### src/hw/rtl/tpq_pkg.sv
// ----------------------------------------------------------------------------
// tpq_pkg
// Shared types and constants of the timed position queue.
// ----------------------------------------------------------------------------
`default_nettype none

package tpq_pkg;

    localparam int DEFAULT_QUEUE_DEPTH = 16;
    localparam int DL_W                = 48;
    localparam int DELAY_W             = 32;
    localparam int COORD_W             = 16;
    localparam int CNT_OUT_W           = 5;

    // request codes
    localparam logic REQ_INSERT = 1'b0;
    localparam logic REQ_UPDATE = 1'b1;

    // one stored entry
    typedef struct packed {
        logic        [DL_W-1:0]    deadline;
        logic signed [COORD_W-1:0] x;
        logic signed [COORD_W-1:0] y;
    } entry_t;

endpackage

`default_nettype wire

### src/hw/rtl/tpq_store.sv
// ----------------------------------------------------------------------------
// tpq_store
// Entry memory: one write port, one read port, registered read data.
// ----------------------------------------------------------------------------
`default_nettype none

module tpq_store
    import tpq_pkg::*;
#(
    parameter int QUEUE_DEPTH = DEFAULT_QUEUE_DEPTH,
    parameter int AW          = $clog2(QUEUE_DEPTH)
)
(
    input  wire logic          clk,
    input  wire logic          wr_en,
    input  wire logic [AW-1:0] wr_addr,
    input  wire entry_t        wr_data,
    input  wire logic          rd_en,
    input  wire logic [AW-1:0] rd_addr,
    output entry_t             rd_data
);

    entry_t mem [QUEUE_DEPTH];

    // write port
    always_ff @(posedge clk)
    begin
        if (wr_en)
        begin
            mem[wr_addr] <= wr_data;
        end
    end

    // read port
    always_ff @(posedge clk)
    begin
        if (rd_en)
        begin
            rd_data <= mem[rd_addr];
        end
    end

endmodule

`default_nettype wire

### src/hw/rtl/tpq_ctrl.sv
// ----------------------------------------------------------------------------
// tpq_ctrl
// Sequencer: sorted insert by shifting entries one slot a step, and head
// pops over a circular buffer; holds the result register.
// ----------------------------------------------------------------------------
`default_nettype none

module tpq_ctrl
    import tpq_pkg::*;
#(
    parameter int QUEUE_DEPTH = DEFAULT_QUEUE_DEPTH,
    parameter int AW          = $clog2(QUEUE_DEPTH),
    parameter int CW          = $clog2(QUEUE_DEPTH + 1)
)
(
    input  wire logic                      clk,
    input  wire logic                      rst_n,
    input  wire logic                      in_valid,
    output logic                           in_ready,
    input  wire logic                      req_type,
    input  wire logic [DL_W-1:0]           now_us,
    input  wire logic signed [COORD_W-1:0] pos_x,
    input  wire logic signed [COORD_W-1:0] pos_y,
    input  wire logic [DELAY_W-1:0]        delay_us,
    output logic                           out_valid,
    input  wire logic                      out_ready,
    output logic                           status,
    output logic                           pos_valid,
    output logic signed [COORD_W-1:0]      cur_x,
    output logic signed [COORD_W-1:0]      cur_y,
    output logic [CNT_OUT_W-1:0]           removed_count,
    output logic [CNT_OUT_W-1:0]           occupancy,
    output logic                           wr_en,
    output logic [AW-1:0]                  wr_addr,
    output entry_t                         wr_data,
    output logic                           rd_en,
    output logic [AW-1:0]                  rd_addr,
    input  wire entry_t                    rd_data
);

    typedef enum logic [2:0] {
        ST_IDLE,
        ST_INS_RD,
        ST_INS_CMP,
        ST_UPD_RD,
        ST_UPD_CMP,
        ST_FINISH
    } state_t;

    localparam logic [AW-1:0] LAST_ADDR = AW'(QUEUE_DEPTH - 1);
    localparam logic [AW:0]   DEPTH_EXT = (AW+1)'(QUEUE_DEPTH);
    localparam logic [CW-1:0] DEPTH_CNT = CW'(QUEUE_DEPTH);

    state_t                     state_reg, state_next;
    logic [AW-1:0]              head_reg, head_next;
    logic [CW-1:0]              count_reg, count_next;
    logic [AW-1:0]              slot_reg, slot_next;
    logic [CW-1:0]              left_reg, left_next;
    logic [DL_W-1:0]            dl_reg, dl_next;
    logic signed [COORD_W-1:0]  nx_reg, nx_next;
    logic signed [COORD_W-1:0]  ny_reg, ny_next;
    logic [CW-1:0]              removed_reg, removed_next;
    logic signed [COORD_W-1:0]  lx_reg, lx_next;
    logic signed [COORD_W-1:0]  ly_reg, ly_next;
    logic                       full_reg, full_next;
    logic                       rep_reg, rep_next;
    logic                       ins_reg, ins_next;
    logic                       ov_reg, ov_next;
    logic                       st_reg, st_next;
    logic                       pv_reg, pv_next;
    logic signed [COORD_W-1:0]  cx_reg, cx_next;
    logic signed [COORD_W-1:0]  cy_reg, cy_next;
    logic [CW-1:0]              rc_reg, rc_next;
    logic [CW-1:0]              oc_reg, oc_next;

    logic [DL_W:0]   dl_sum;
    logic [AW:0]     tail_sum;
    logic [AW-1:0]   tail_addr;
    logic [AW-1:0]   slot_prev;
    logic [AW-1:0]   head_succ;

    // saturating deadline and circular address arithmetic
    always_comb
    begin
        dl_sum    = {1'b0, now_us} + (DL_W+1)'(delay_us);
        tail_sum  = {1'b0, head_reg} + (AW+1)'(count_reg);
        tail_addr = (tail_sum >= DEPTH_EXT) ? AW'(tail_sum - DEPTH_EXT) : tail_sum[AW-1:0];
        slot_prev = (slot_reg == '0) ? LAST_ADDR : slot_reg - 1'b1;
        head_succ = (head_reg == LAST_ADDR) ? '0 : head_reg + 1'b1;
    end

    // sequencer next state
    always_comb
    begin
        state_next   = state_reg;
        head_next    = head_reg;
        count_next   = count_reg;
        slot_next    = slot_reg;
        left_next    = left_reg;
        dl_next      = dl_reg;
        nx_next      = nx_reg;
        ny_next      = ny_reg;
        removed_next = removed_reg;
        lx_next      = lx_reg;
        ly_next      = ly_reg;
        full_next    = full_reg;
        rep_next     = rep_reg;
        ins_next     = ins_reg;
        ov_next      = ov_reg;
        st_next      = st_reg;
        pv_next      = pv_reg;
        cx_next      = cx_reg;
        cy_next      = cy_reg;
        rc_next      = rc_reg;
        oc_next      = oc_reg;
        wr_en        = 1'b0;
        wr_addr      = slot_reg;
        wr_data      = '{deadline: dl_reg, x: nx_reg, y: ny_reg};
        rd_en        = 1'b0;
        rd_addr      = head_reg;

        // result beat taken
        if (ov_reg && out_ready)
        begin
            ov_next = 1'b0;
        end

        case (state_reg)
            ST_IDLE:
            begin
                if (in_valid)
                begin
                    dl_next      = dl_sum[DL_W] ? '1 : dl_sum[DL_W-1:0];
                    nx_next      = pos_x;
                    ny_next      = pos_y;
                    removed_next = '0;
                    rep_next     = 1'b0;
                    full_next    = 1'b0;
                    if (req_type == REQ_INSERT)
                    begin
                        ins_next = 1'b1;
                        if (count_reg >= DEPTH_CNT)
                        begin
                            full_next  = 1'b1;
                            state_next = ST_FINISH;
                        end
                        else
                        begin
                            slot_next  = tail_addr;
                            left_next  = count_reg;
                            state_next = ST_INS_RD;
                        end
                    end
                    else
                    begin
                        ins_next   = 1'b0;
                        dl_next    = now_us;
                        state_next = ST_UPD_RD;
                    end
                end
            end

            ST_INS_RD:
            begin
                if (left_reg == '0)
                begin
                    wr_en      = 1'b1;
                    count_next = count_reg + 1'b1;
                    state_next = ST_FINISH;
                end
                else
                begin
                    rd_en      = 1'b1;
                    rd_addr    = slot_prev;
                    state_next = ST_INS_CMP;
                end
            end

            ST_INS_CMP:
            begin
                wr_en = 1'b1;
                if (rd_data.deadline > dl_reg)
                begin
                    // move the later entry up one slot
                    wr_data    = rd_data;
                    slot_next  = slot_prev;
                    left_next  = left_reg - 1'b1;
                    state_next = ST_INS_RD;
                end
                else
                begin
                    count_next = count_reg + 1'b1;
                    state_next = ST_FINISH;
                end
            end

            ST_UPD_RD:
            begin
                rd_en      = 1'b1;
                rd_addr    = head_reg;
                state_next = ST_UPD_CMP;
            end

            ST_UPD_CMP:
            begin
                if (count_reg != '0 && rd_data.deadline < dl_reg)
                begin
                    // pop the head
                    lx_next      = rd_data.x;
                    ly_next      = rd_data.y;
                    head_next    = head_succ;
                    count_next   = count_reg - 1'b1;
                    removed_next = removed_reg + 1'b1;
                    state_next   = ST_UPD_RD;
                end
                else
                begin
                    // an equal successor suppresses the report
                    rep_next   = (removed_reg != '0) &&
                                 (count_reg == '0 || rd_data.deadline != dl_reg);
                    state_next = ST_FINISH;
                end
            end

            ST_FINISH:
            begin
                if (!ov_reg || out_ready)
                begin
                    ov_next    = 1'b1;
                    st_next    = full_reg;
                    pv_next    = !ins_reg && rep_reg;
                    cx_next    = (!ins_reg && rep_reg) ? lx_reg : '0;
                    cy_next    = (!ins_reg && rep_reg) ? ly_reg : '0;
                    rc_next    = ins_reg ? '0 : removed_reg;
                    oc_next    = count_reg;
                    state_next = ST_IDLE;
                end
            end

            default:
            begin
                state_next = ST_IDLE;
            end
        endcase
    end

    // state and result register
    always_ff @(posedge clk or negedge rst_n)
    begin
        if (!rst_n)
        begin
            state_reg   <= ST_IDLE;
            head_reg    <= '0;
            count_reg   <= '0;
            slot_reg    <= '0;
            left_reg    <= '0;
            dl_reg      <= '0;
            nx_reg      <= '0;
            ny_reg      <= '0;
            removed_reg <= '0;
            lx_reg      <= '0;
            ly_reg      <= '0;
            full_reg    <= 1'b0;
            rep_reg     <= 1'b0;
            ins_reg     <= 1'b0;
            ov_reg      <= 1'b0;
            st_reg      <= 1'b0;
            pv_reg      <= 1'b0;
            cx_reg      <= '0;
            cy_reg      <= '0;
            rc_reg      <= '0;
            oc_reg      <= '0;
        end
        else
        begin
            state_reg   <= state_next;
            head_reg    <= head_next;
            count_reg   <= count_next;
            slot_reg    <= slot_next;
            left_reg    <= left_next;
            dl_reg      <= dl_next;
            nx_reg      <= nx_next;
            ny_reg      <= ny_next;
            removed_reg <= removed_next;
            lx_reg      <= lx_next;
            ly_reg      <= ly_next;
            full_reg    <= full_next;
            rep_reg     <= rep_next;
            ins_reg     <= ins_next;
            ov_reg      <= ov_next;
            st_reg      <= st_next;
            pv_reg      <= pv_next;
            cx_reg      <= cx_next;
            cy_reg      <= cy_next;
            rc_reg      <= rc_next;
            oc_reg      <= oc_next;
        end
    end

    // ports
    assign in_ready      = (state_reg == ST_IDLE);
    assign out_valid     = ov_reg;
    assign status        = st_reg;
    assign pos_valid     = pv_reg;
    assign cur_x         = cx_reg;
    assign cur_y         = cy_reg;
    assign removed_count = CNT_OUT_W'(rc_reg);
    assign occupancy     = CNT_OUT_W'(oc_reg);

endmodule

`default_nettype wire

### src/hw/rtl/timed_position_queue_top.sv
// ----------------------------------------------------------------------------
// timed_position_queue_top
// Deadline-ordered queue of (x,y) positions in a circular entry memory.
// ----------------------------------------------------------------------------
// One result beat per input beat. An insert stores now_us + delay_us
// (saturated to 48 bits) after every entry with an earlier or equal deadline;
// each held entry with a later deadline is shifted up one slot, and each
// shift is a read and a write back through the one read and one write port
// of the entry memory. A full queue drops the insert with status set. An
// update pops the head entries whose deadline is earlier than now_us, one
// memory read per examined head. The finishing state of an item waits for
// the output register to be free, so a result that still waits adds its
// stall. The input is taken again while the last result still waits in the
// output register. No clearing pass after reset.
`default_nettype none

module timed_position_queue_top
    import tpq_pkg::*;
#(
    parameter int QUEUE_DEPTH = DEFAULT_QUEUE_DEPTH
)
(
    input  wire logic                      clk,
    input  wire logic                      rst_n,
    input  wire logic                      in_valid,
    output logic                           in_ready,
    input  wire logic                      req_type,
    input  wire logic [DL_W-1:0]           now_us,
    input  wire logic signed [COORD_W-1:0] pos_x,
    input  wire logic signed [COORD_W-1:0] pos_y,
    input  wire logic [DELAY_W-1:0]        delay_us,
    output logic                           out_valid,
    input  wire logic                      out_ready,
    output logic                           status,
    output logic                           pos_valid,
    output logic signed [COORD_W-1:0]      cur_x,
    output logic signed [COORD_W-1:0]      cur_y,
    output logic [CNT_OUT_W-1:0]           removed_count,
    output logic [CNT_OUT_W-1:0]           occupancy
);

    localparam int AW = $clog2(QUEUE_DEPTH);
    localparam int CW = $clog2(QUEUE_DEPTH + 1);

    logic          wr_en;
    logic [AW-1:0] wr_addr;
    entry_t        wr_data;
    logic          rd_en;
    logic [AW-1:0] rd_addr;
    entry_t        rd_data;

    // sequencer
    tpq_ctrl #(
        .QUEUE_DEPTH (QUEUE_DEPTH),
        .AW          (AW),
        .CW          (CW)
    ) u_ctrl (
        .clk           (clk),
        .rst_n         (rst_n),
        .in_valid      (in_valid),
        .in_ready      (in_ready),
        .req_type      (req_type),
        .now_us        (now_us),
        .pos_x         (pos_x),
        .pos_y         (pos_y),
        .delay_us      (delay_us),
        .out_valid     (out_valid),
        .out_ready     (out_ready),
        .status        (status),
        .pos_valid     (pos_valid),
        .cur_x         (cur_x),
        .cur_y         (cur_y),
        .removed_count (removed_count),
        .occupancy     (occupancy),
        .wr_en         (wr_en),
        .wr_addr       (wr_addr),
        .wr_data       (wr_data),
        .rd_en         (rd_en),
        .rd_addr       (rd_addr),
        .rd_data       (rd_data)
    );

    // entry memory
    tpq_store #(
        .QUEUE_DEPTH (QUEUE_DEPTH),
        .AW          (AW)
    ) u_store (
        .clk     (clk),
        .wr_en   (wr_en),
        .wr_addr (wr_addr),
        .wr_data (wr_data),
        .rd_en   (rd_en),
        .rd_addr (rd_addr),
        .rd_data (rd_data)
    );

endmodule

`default_nettype wire

### config.mk
export PLATFORM = sky130hd
export DESIGN_NAME = timed_position_queue_top
export DESIGN_NICKNAME = d
export VERILOG_FILES = /design/src/hw/rtl/tpq_pkg.sv /design/src/hw/rtl/tpq_store.sv /design/src/hw/rtl/tpq_ctrl.sv /design/src/hw/rtl/timed_position_queue_top.sv
export SDC_FILE = /design/constraint.sdc
export NUM_CORES = 2
export LEC_CHECK = 0
export BUFFER_PORTS_ARGS = -buffer_cell sky130_fd_sc_hd__buf_2
export CORE_MARGIN = 5
export CORE_UTILIZATION = 25
export DETAILED_ROUTE_END_ITERATION = 10
export PLACE_DENSITY = 0.46
export SLEW_MARGIN = 20
export SYNTH_ARGS = -nofsm -noshare
export SYNTH_HDL_FRONTEND = slang
export SYNTH_SLANG_ARGS = --single-unit
export TNS_END_PERCENT = 100
### constraint.sdc
create_clock -name clk -period 19.7 [get_ports clk]
set_input_delay 3.94 -clock clk [delete_from_list [all_inputs] [get_ports clk]]
set_output_delay 3.94 -clock clk [all_outputs]
set_load 0.01 [all_outputs]
[Yosys cells after proc, flatten, opt, wreduce, memory -nomap -nowiden]
Memory sizes are Yosys's and may differ from the RTL's. A register that Yosys moved wholly into a read port is not among the register bits.
Index checks and enable logic that the tools add are counted.
Word-level totals
  flip-flop bits (word level): 186
  bits in writable memories: 1280
  input port bits: 117
  word-level logic and storage cells: 128
  memories: 1
Memory list
  u_store.mem: words 16, bits a word 80, read ports 1, clocked after memory_dff 1, wr ports 1, line tpq_store.sv:23  | entry_t mem [QUEUE_DEPTH];
Operators by class
  add/subtract/negate cells: 9
  order comparisons: 4
  equal/unequal tests: 16
  muxes and demuxes: 52
  reductions and logical operators: 25
Operators with widths (number)
  $mux W80: 2
  $mux W48: 2
  $mux W5: 10
  $add A48 B32 Y49: 1
  $gt A48 B48 Y1: 1
  $lt A48 B48 Y1: 1
  $ne A48 B48 Y1: 1
  $mux W4: 9
  $mux W16: 2
  $mux W3: 7
  $pmux W5 S2: 2
  $pmux W3 S6: 1
  $pmux W5 S3: 1
  $mux W1: 12
  $add A5 B1 Y5 const B: 2
  $ge A5 B5 Y1 const B: 2
  $logic_not A5 Y1: 2
  $ne A2 B2 Y1 const B: 5
  $reduce_bool A5 Y1: 2
  $sub A5 B1 Y5 const B: 2
  $ne A2 B1 Y1 const B: 4
  $pmux W4 S2: 1
  $reduce_and A2 Y1: 4
  $sub A4 B1 Y4 const B: 2
  17 further kinds: 28

[Logic depth before layout (Yosys ltp)]
  depth in word-level cells: 7
  mapped depth: 13

[Hierarchy]
Synthesis repeated with hierarchy kept, for this count alone.
Second synthesis, totals
  cells, all modules: 3367
  area total of the unflattened synthesis: 62457.4 µm²
By module, submodules not included
  tpq_store: times used 1, cells each 2054, area each 50223.2 µm², seq. area each 40839.2 µm²
  tpq_ctrl: times used 1, cells each 1313, area each 12234.2 µm², seq. area each 4654.5 µm²

[Least setup slack after synthesis]
Ideal clock, no wire load.
  kind: register -> register
  from: register u_ctrl.left_reg[0]
  to: register, netlist name u_store.rd_data[0]
  data arrival time: 6.649 ns
  required time: 19.067 ns
  slack: 12.418 ns
  cell stages (with the launch flop): 6
  cell sequence: dfrtp_1 > inv_1 > ha_1 > nand3b_1 > nor2_1 > nor3b_1
Between the ends
  longest elaborated chain between the ends: 3
  elaborated cells between the ends (all ways): 5
  those cells by class: mux (4); reduce/logical (1)
Ends and longest elaborated chain
  from (decl): line tpq_ctrl.sv:58  | logic [CW-1:0] left_reg, left_next;
  from (signal assigned): line tpq_ctrl.sv:280  | left_reg <= left_next;
  $logic_not A5 Y1: line tpq_ctrl.sv:165  | if (left_reg == '0)
  $mux W1: line tpq_ctrl.sv:165
  $pmux W1 S2: line tpq_ctrl.sv:128  | case (state_reg)
  named net rd_en: line timed_position_queue_top.sv:48  | logic rd_en;
The timed path passes the listed nets, and every way through them passes these cells.
A chain may end at the register's enable or synchronous reset.

[Final worst setup path]
  from: input port now_us[0]
  to: register u_ctrl.dl_reg[33]
Between the ends
  longest elaborated chain between the ends: 3
Ends and longest elaborated chain
  from (decl): line timed_position_queue_top.sv:28  | input wire logic [DL_W-1:0] now_us,
  $add A48 B32 Y49: line tpq_ctrl.sv:85  | dl_sum = {1'b0, now_us} + (DL_W+1)'(delay_us);
  $mux W48: line tpq_ctrl.sv:133  | dl_next = dl_sum[DL_W] ? '1 : dl_sum[DL_W-1:0];
  $mux W48: line tpq_ctrl.sv:139  | if (req_type == REQ_INSERT)
  to (signal assigned): line tpq_ctrl.sv:281  | dl_reg <= dl_next;
  to (decl): line tpq_ctrl.sv:59  | logic [DL_W-1:0] dl_reg, dl_next;
No other way between the ends.

==> metrics.csv <==
metric,value,unit
outcome,finished clean,
ys flop type,edfxtp_1,
H-Tree Depth,4,
reg2reg setup slack,14160,ps
CP Launch Type,primary input,
PwrDens,165,mW/mm^2
DP HPWL,92.9,mm
"delay-heaviest family, CP",compound AO/OA/AOI/OAI gates,
"FFs w/ async S/R, synth",12.0,%
Port Buffers,162,
max layer used,met5,
layout cells sized above 1,24.1,%
IO Pins,163,
Fin Setup TNS,0,ps
WP data required,20340,ps
Yosys reg bits,1546,
# fillers,24795,
CTS sink count,1546,
Crit Path Max Fanout,17,
Synth top area share,65.1,%
Max-Cap Viols,0,
Post-CTS Hold Fix Bufs,0,
DR pass1 iterations,5,
worst hold path class,reg -> reg,
post-synth net total,3722,
setup repair bufs after CTS,0,
smallest hold slack,468,ps
Met3 Wirelength,6.65,mm
net count reported at finish,3966,
Die Wd,511,microns
CTS tree,done,
DR vias,33025,
Longest Clk Path Bufs,3,
pin count of the biggest net entering global routing,127,
VDD IR-drop max,0.150,mV
fin crit period,6650,ps
core footprint,0.251,sq mm
worst rel slew slack,23.4,%
leakage,24.5,nW
Fmax achieved,150,MHz
R2R cell count,12,
routed length on met2,88.0,mm
antenna-violating nets left,0,
vias per cell,4.56,
CP peak stage delay,800,ps
DRT iter0 DRCs,2460,
grt ovf,0,
Finished Layout Cells,7246,
DRC violations left,0,
max FFs per register,1280,
Syn. warnings,0,
Setup crit start,now_us[0],
Synth area leaders,"edfxtp_1 (65%), mux4_2 (11%), dfrtp_1 (7.4%)",
clock latency on the worst-skew pair,820,ps
P&R area growth vs syn,16.9,%
critical path depth,12,
Die Area,0.261,sq mm
final slew viol count,0,
DRT Wirelength,172,mm
syn avg cell area,17.9,sq um
DRT met1 WL,73.6,mm
Row Count,184,
FF-to-FF Start,u_ctrl.left_reg[0],
Buf/Inv on CP,1,
Final Skew,40.7,ps
Die Height,511,microns
Root Buffer Master,clkbuf_16,
post-CTS sizing,0,
CP Class,in -> reg,
antenna violations before repair,24,
vias in the first global route,34809,
"Cell Area, Synth",0.0628,sq mm
final core occ,29.3,%
average wire per standard cell,23.8,microns
TritonCTS Buffers,164,
final setup vio count,0,
"Seq/Total Area, Yosys",72.5,%
unrepaired setup endpoints after global routing,false,
Synth area leader,edfxtp_1,
clock transition at the registers of the reported paths,60,ps
RR Endpoint,u_store.rd_data[32],
Worst Setup EP,u_ctrl.dl_reg[33],
placed inst area,0.0679,sq mm
Syn Inst Count,3507,
Overall Global Routing Usage,12.9,%
crit path cell chain,buf_2 > ha_1 > fa_1 > a211oi_1 > o211ai_2 > a41o_1 > a21o_2 > a41oi_2 > o41a_1 > nand3_1 > o22ai_1 > a21oi_1,
final weighted congestion of routability-driven global placement,0.751,
worst-margin pin slew,1140,ps
Cell variety after synth,72,
final hold vios,0,
slowest CP cell,o41a_1,
Initial Util,25.0,%
CP arrival,7300,ps
post-route clock period utilization,33.8,%
first-pass GRT wire length,250,mm
Final Cell Area,0.0734,sq mm
dpl cells,6933,
crit end category,flip-flop,
number of flops mapped to enable cells by yosys,1360,
==> layout make-up <==
type | count | area (sq um) | area share, %
sequential | 1546 | 45500 | 62.0
clock inverter | 98 | 1030 | 1.41
multi-input combinational | 1705 | 16300 | 22.2
antenna | 10 | 25.0 | 0.0341
timing repair buffer | 265 | 1660 | 2.26
clock buffer | 205 | 4420 | 6.02
tap | 3348 | 4190 | 5.71
inverter | 69 | 259 | 0.353
==> how the worst min path moves through the flow <==
stage                      from                to  slack [ps]  cells past startpoint
2_1_floorplan  u_ctrl.nx_reg[0]  u_ctrl.nx_reg[0]         440                      2
3_3_place_gp   u_ctrl.nx_reg[2]  u_ctrl.nx_reg[2]         460                      2
3_5_place_dp   u_ctrl.ny_reg[9]  u_ctrl.ny_reg[9]         460                      2
4_1_cts        u_ctrl.pos_valid  u_ctrl.pos_valid         480                      1
5_1_grt        u_ctrl.pos_valid  u_ctrl.pos_valid         480                      1
6_report       u_ctrl.pos_valid  u_ctrl.pos_valid         470                      1
==> synthesized netlist by cell type (7+ instances only) <==
| library cell | count |
|---|---|
| nand3_1 | 12 |
| nand4_1 | 16 |
| o31ai_1 | 7 |
| buf_1 | 16 |
| nor2b_1 | 11 |
| buf_2 | 45 |
| xor2_1 | 22 |
| o21ai_0 | 120 |
| dfrtp_1 | 186 |
| nand2_1 | 373 |
| and2_1 | 96 |
| and3_1 | 14 |
| ha_1 | 95 |
| nor3_1 | 14 |
| a32oi_1 | 10 |
| mux2_2 | 72 |
| edfxtp_1 | 1360 |
| a31oi_1 | 85 |
| buf_4 | 22 |
| nor2_1 | 55 |
| xnor2_1 | 23 |
| clkbuf_1 | 103 |
| or3_1 | 17 |
| a22o_1 | 33 |
| inv_1 | 69 |
| o221ai_1 | 23 |
| a21oi_1 | 68 |
| mux4_2 | 320 |
| nand2b_1 | 10 |
| a211oi_1 | 89 |
| a21o_1 | 34 |
==> report_power, final <==
group          total, mW  switching, mW  internal, mW
combinational       4.28           2.55          1.73
clock               3.12           1.35          1.77
sequential          4.73          0.208          4.52
total               12.1           4.11          8.02
==> kinds of logic after synthesis <==
logic type | synth area share [%]
AOI/OAI and AO/OA | 5.65
xor gates and xnor gates | 0.628
adders and majority gates | 1.99
buffers and inverters | 1.76
DFF | 72.5
muxes | 12.8
and+or+nand+nor | 4.64
==> layout by cell type, fill, tap and decap left out, types with 29 or more instances in the layout <==
| cell | count |
|---|---|
| a211oi_1 | 89 |
| a21o_1 | 34 |
| a21oi_1 | 67 |
| a22o_1 | 33 |
| a31oi_1 | 85 |
| and2_1 | 83 |
| buf_2 | 161 |
| buf_4 | 97 |
| clkbuf_1 | 32 |
| clkbuf_16 | 170 |
| clkinv_1 | 30 |
| clkinv_2 | 29 |
| dfrtp_1 | 186 |
| edfxtp_1 | 1360 |
| ha_1 | 95 |
| inv_1 | 69 |
| mux2_2 | 72 |
| mux4_2 | 320 |
| nand2_1 | 372 |
| nor2_1 | 55 |
| o21ai_0 | 116 |
==> layer usage <==
| layer | vias up | GRT usage [%] |
|---|---|---|
| met5 | - | 0 |
| met4 | 12 | 3.32 |
| met3 | 216 | 2.23 |
| met2 | 633 | 22.7 |
| met1 | 17655 | 16.3 |
| li1 | 14509 | - |
==> through the flow <==
| step | total power, mW | worst slack, ps |
|---|---|---|
| after floorplan | 7.75 | 12420 |
| after global placement | 9.16 | 12150 |
| after detailed placement | 9.19 | 12230 |
| after CTS | 12.3 | 13110 |
| after global routing | 12.8 | 12860 |
| final | 12.1 | 13050 |
Note: power is estimated with default switching activity, not from simulation.
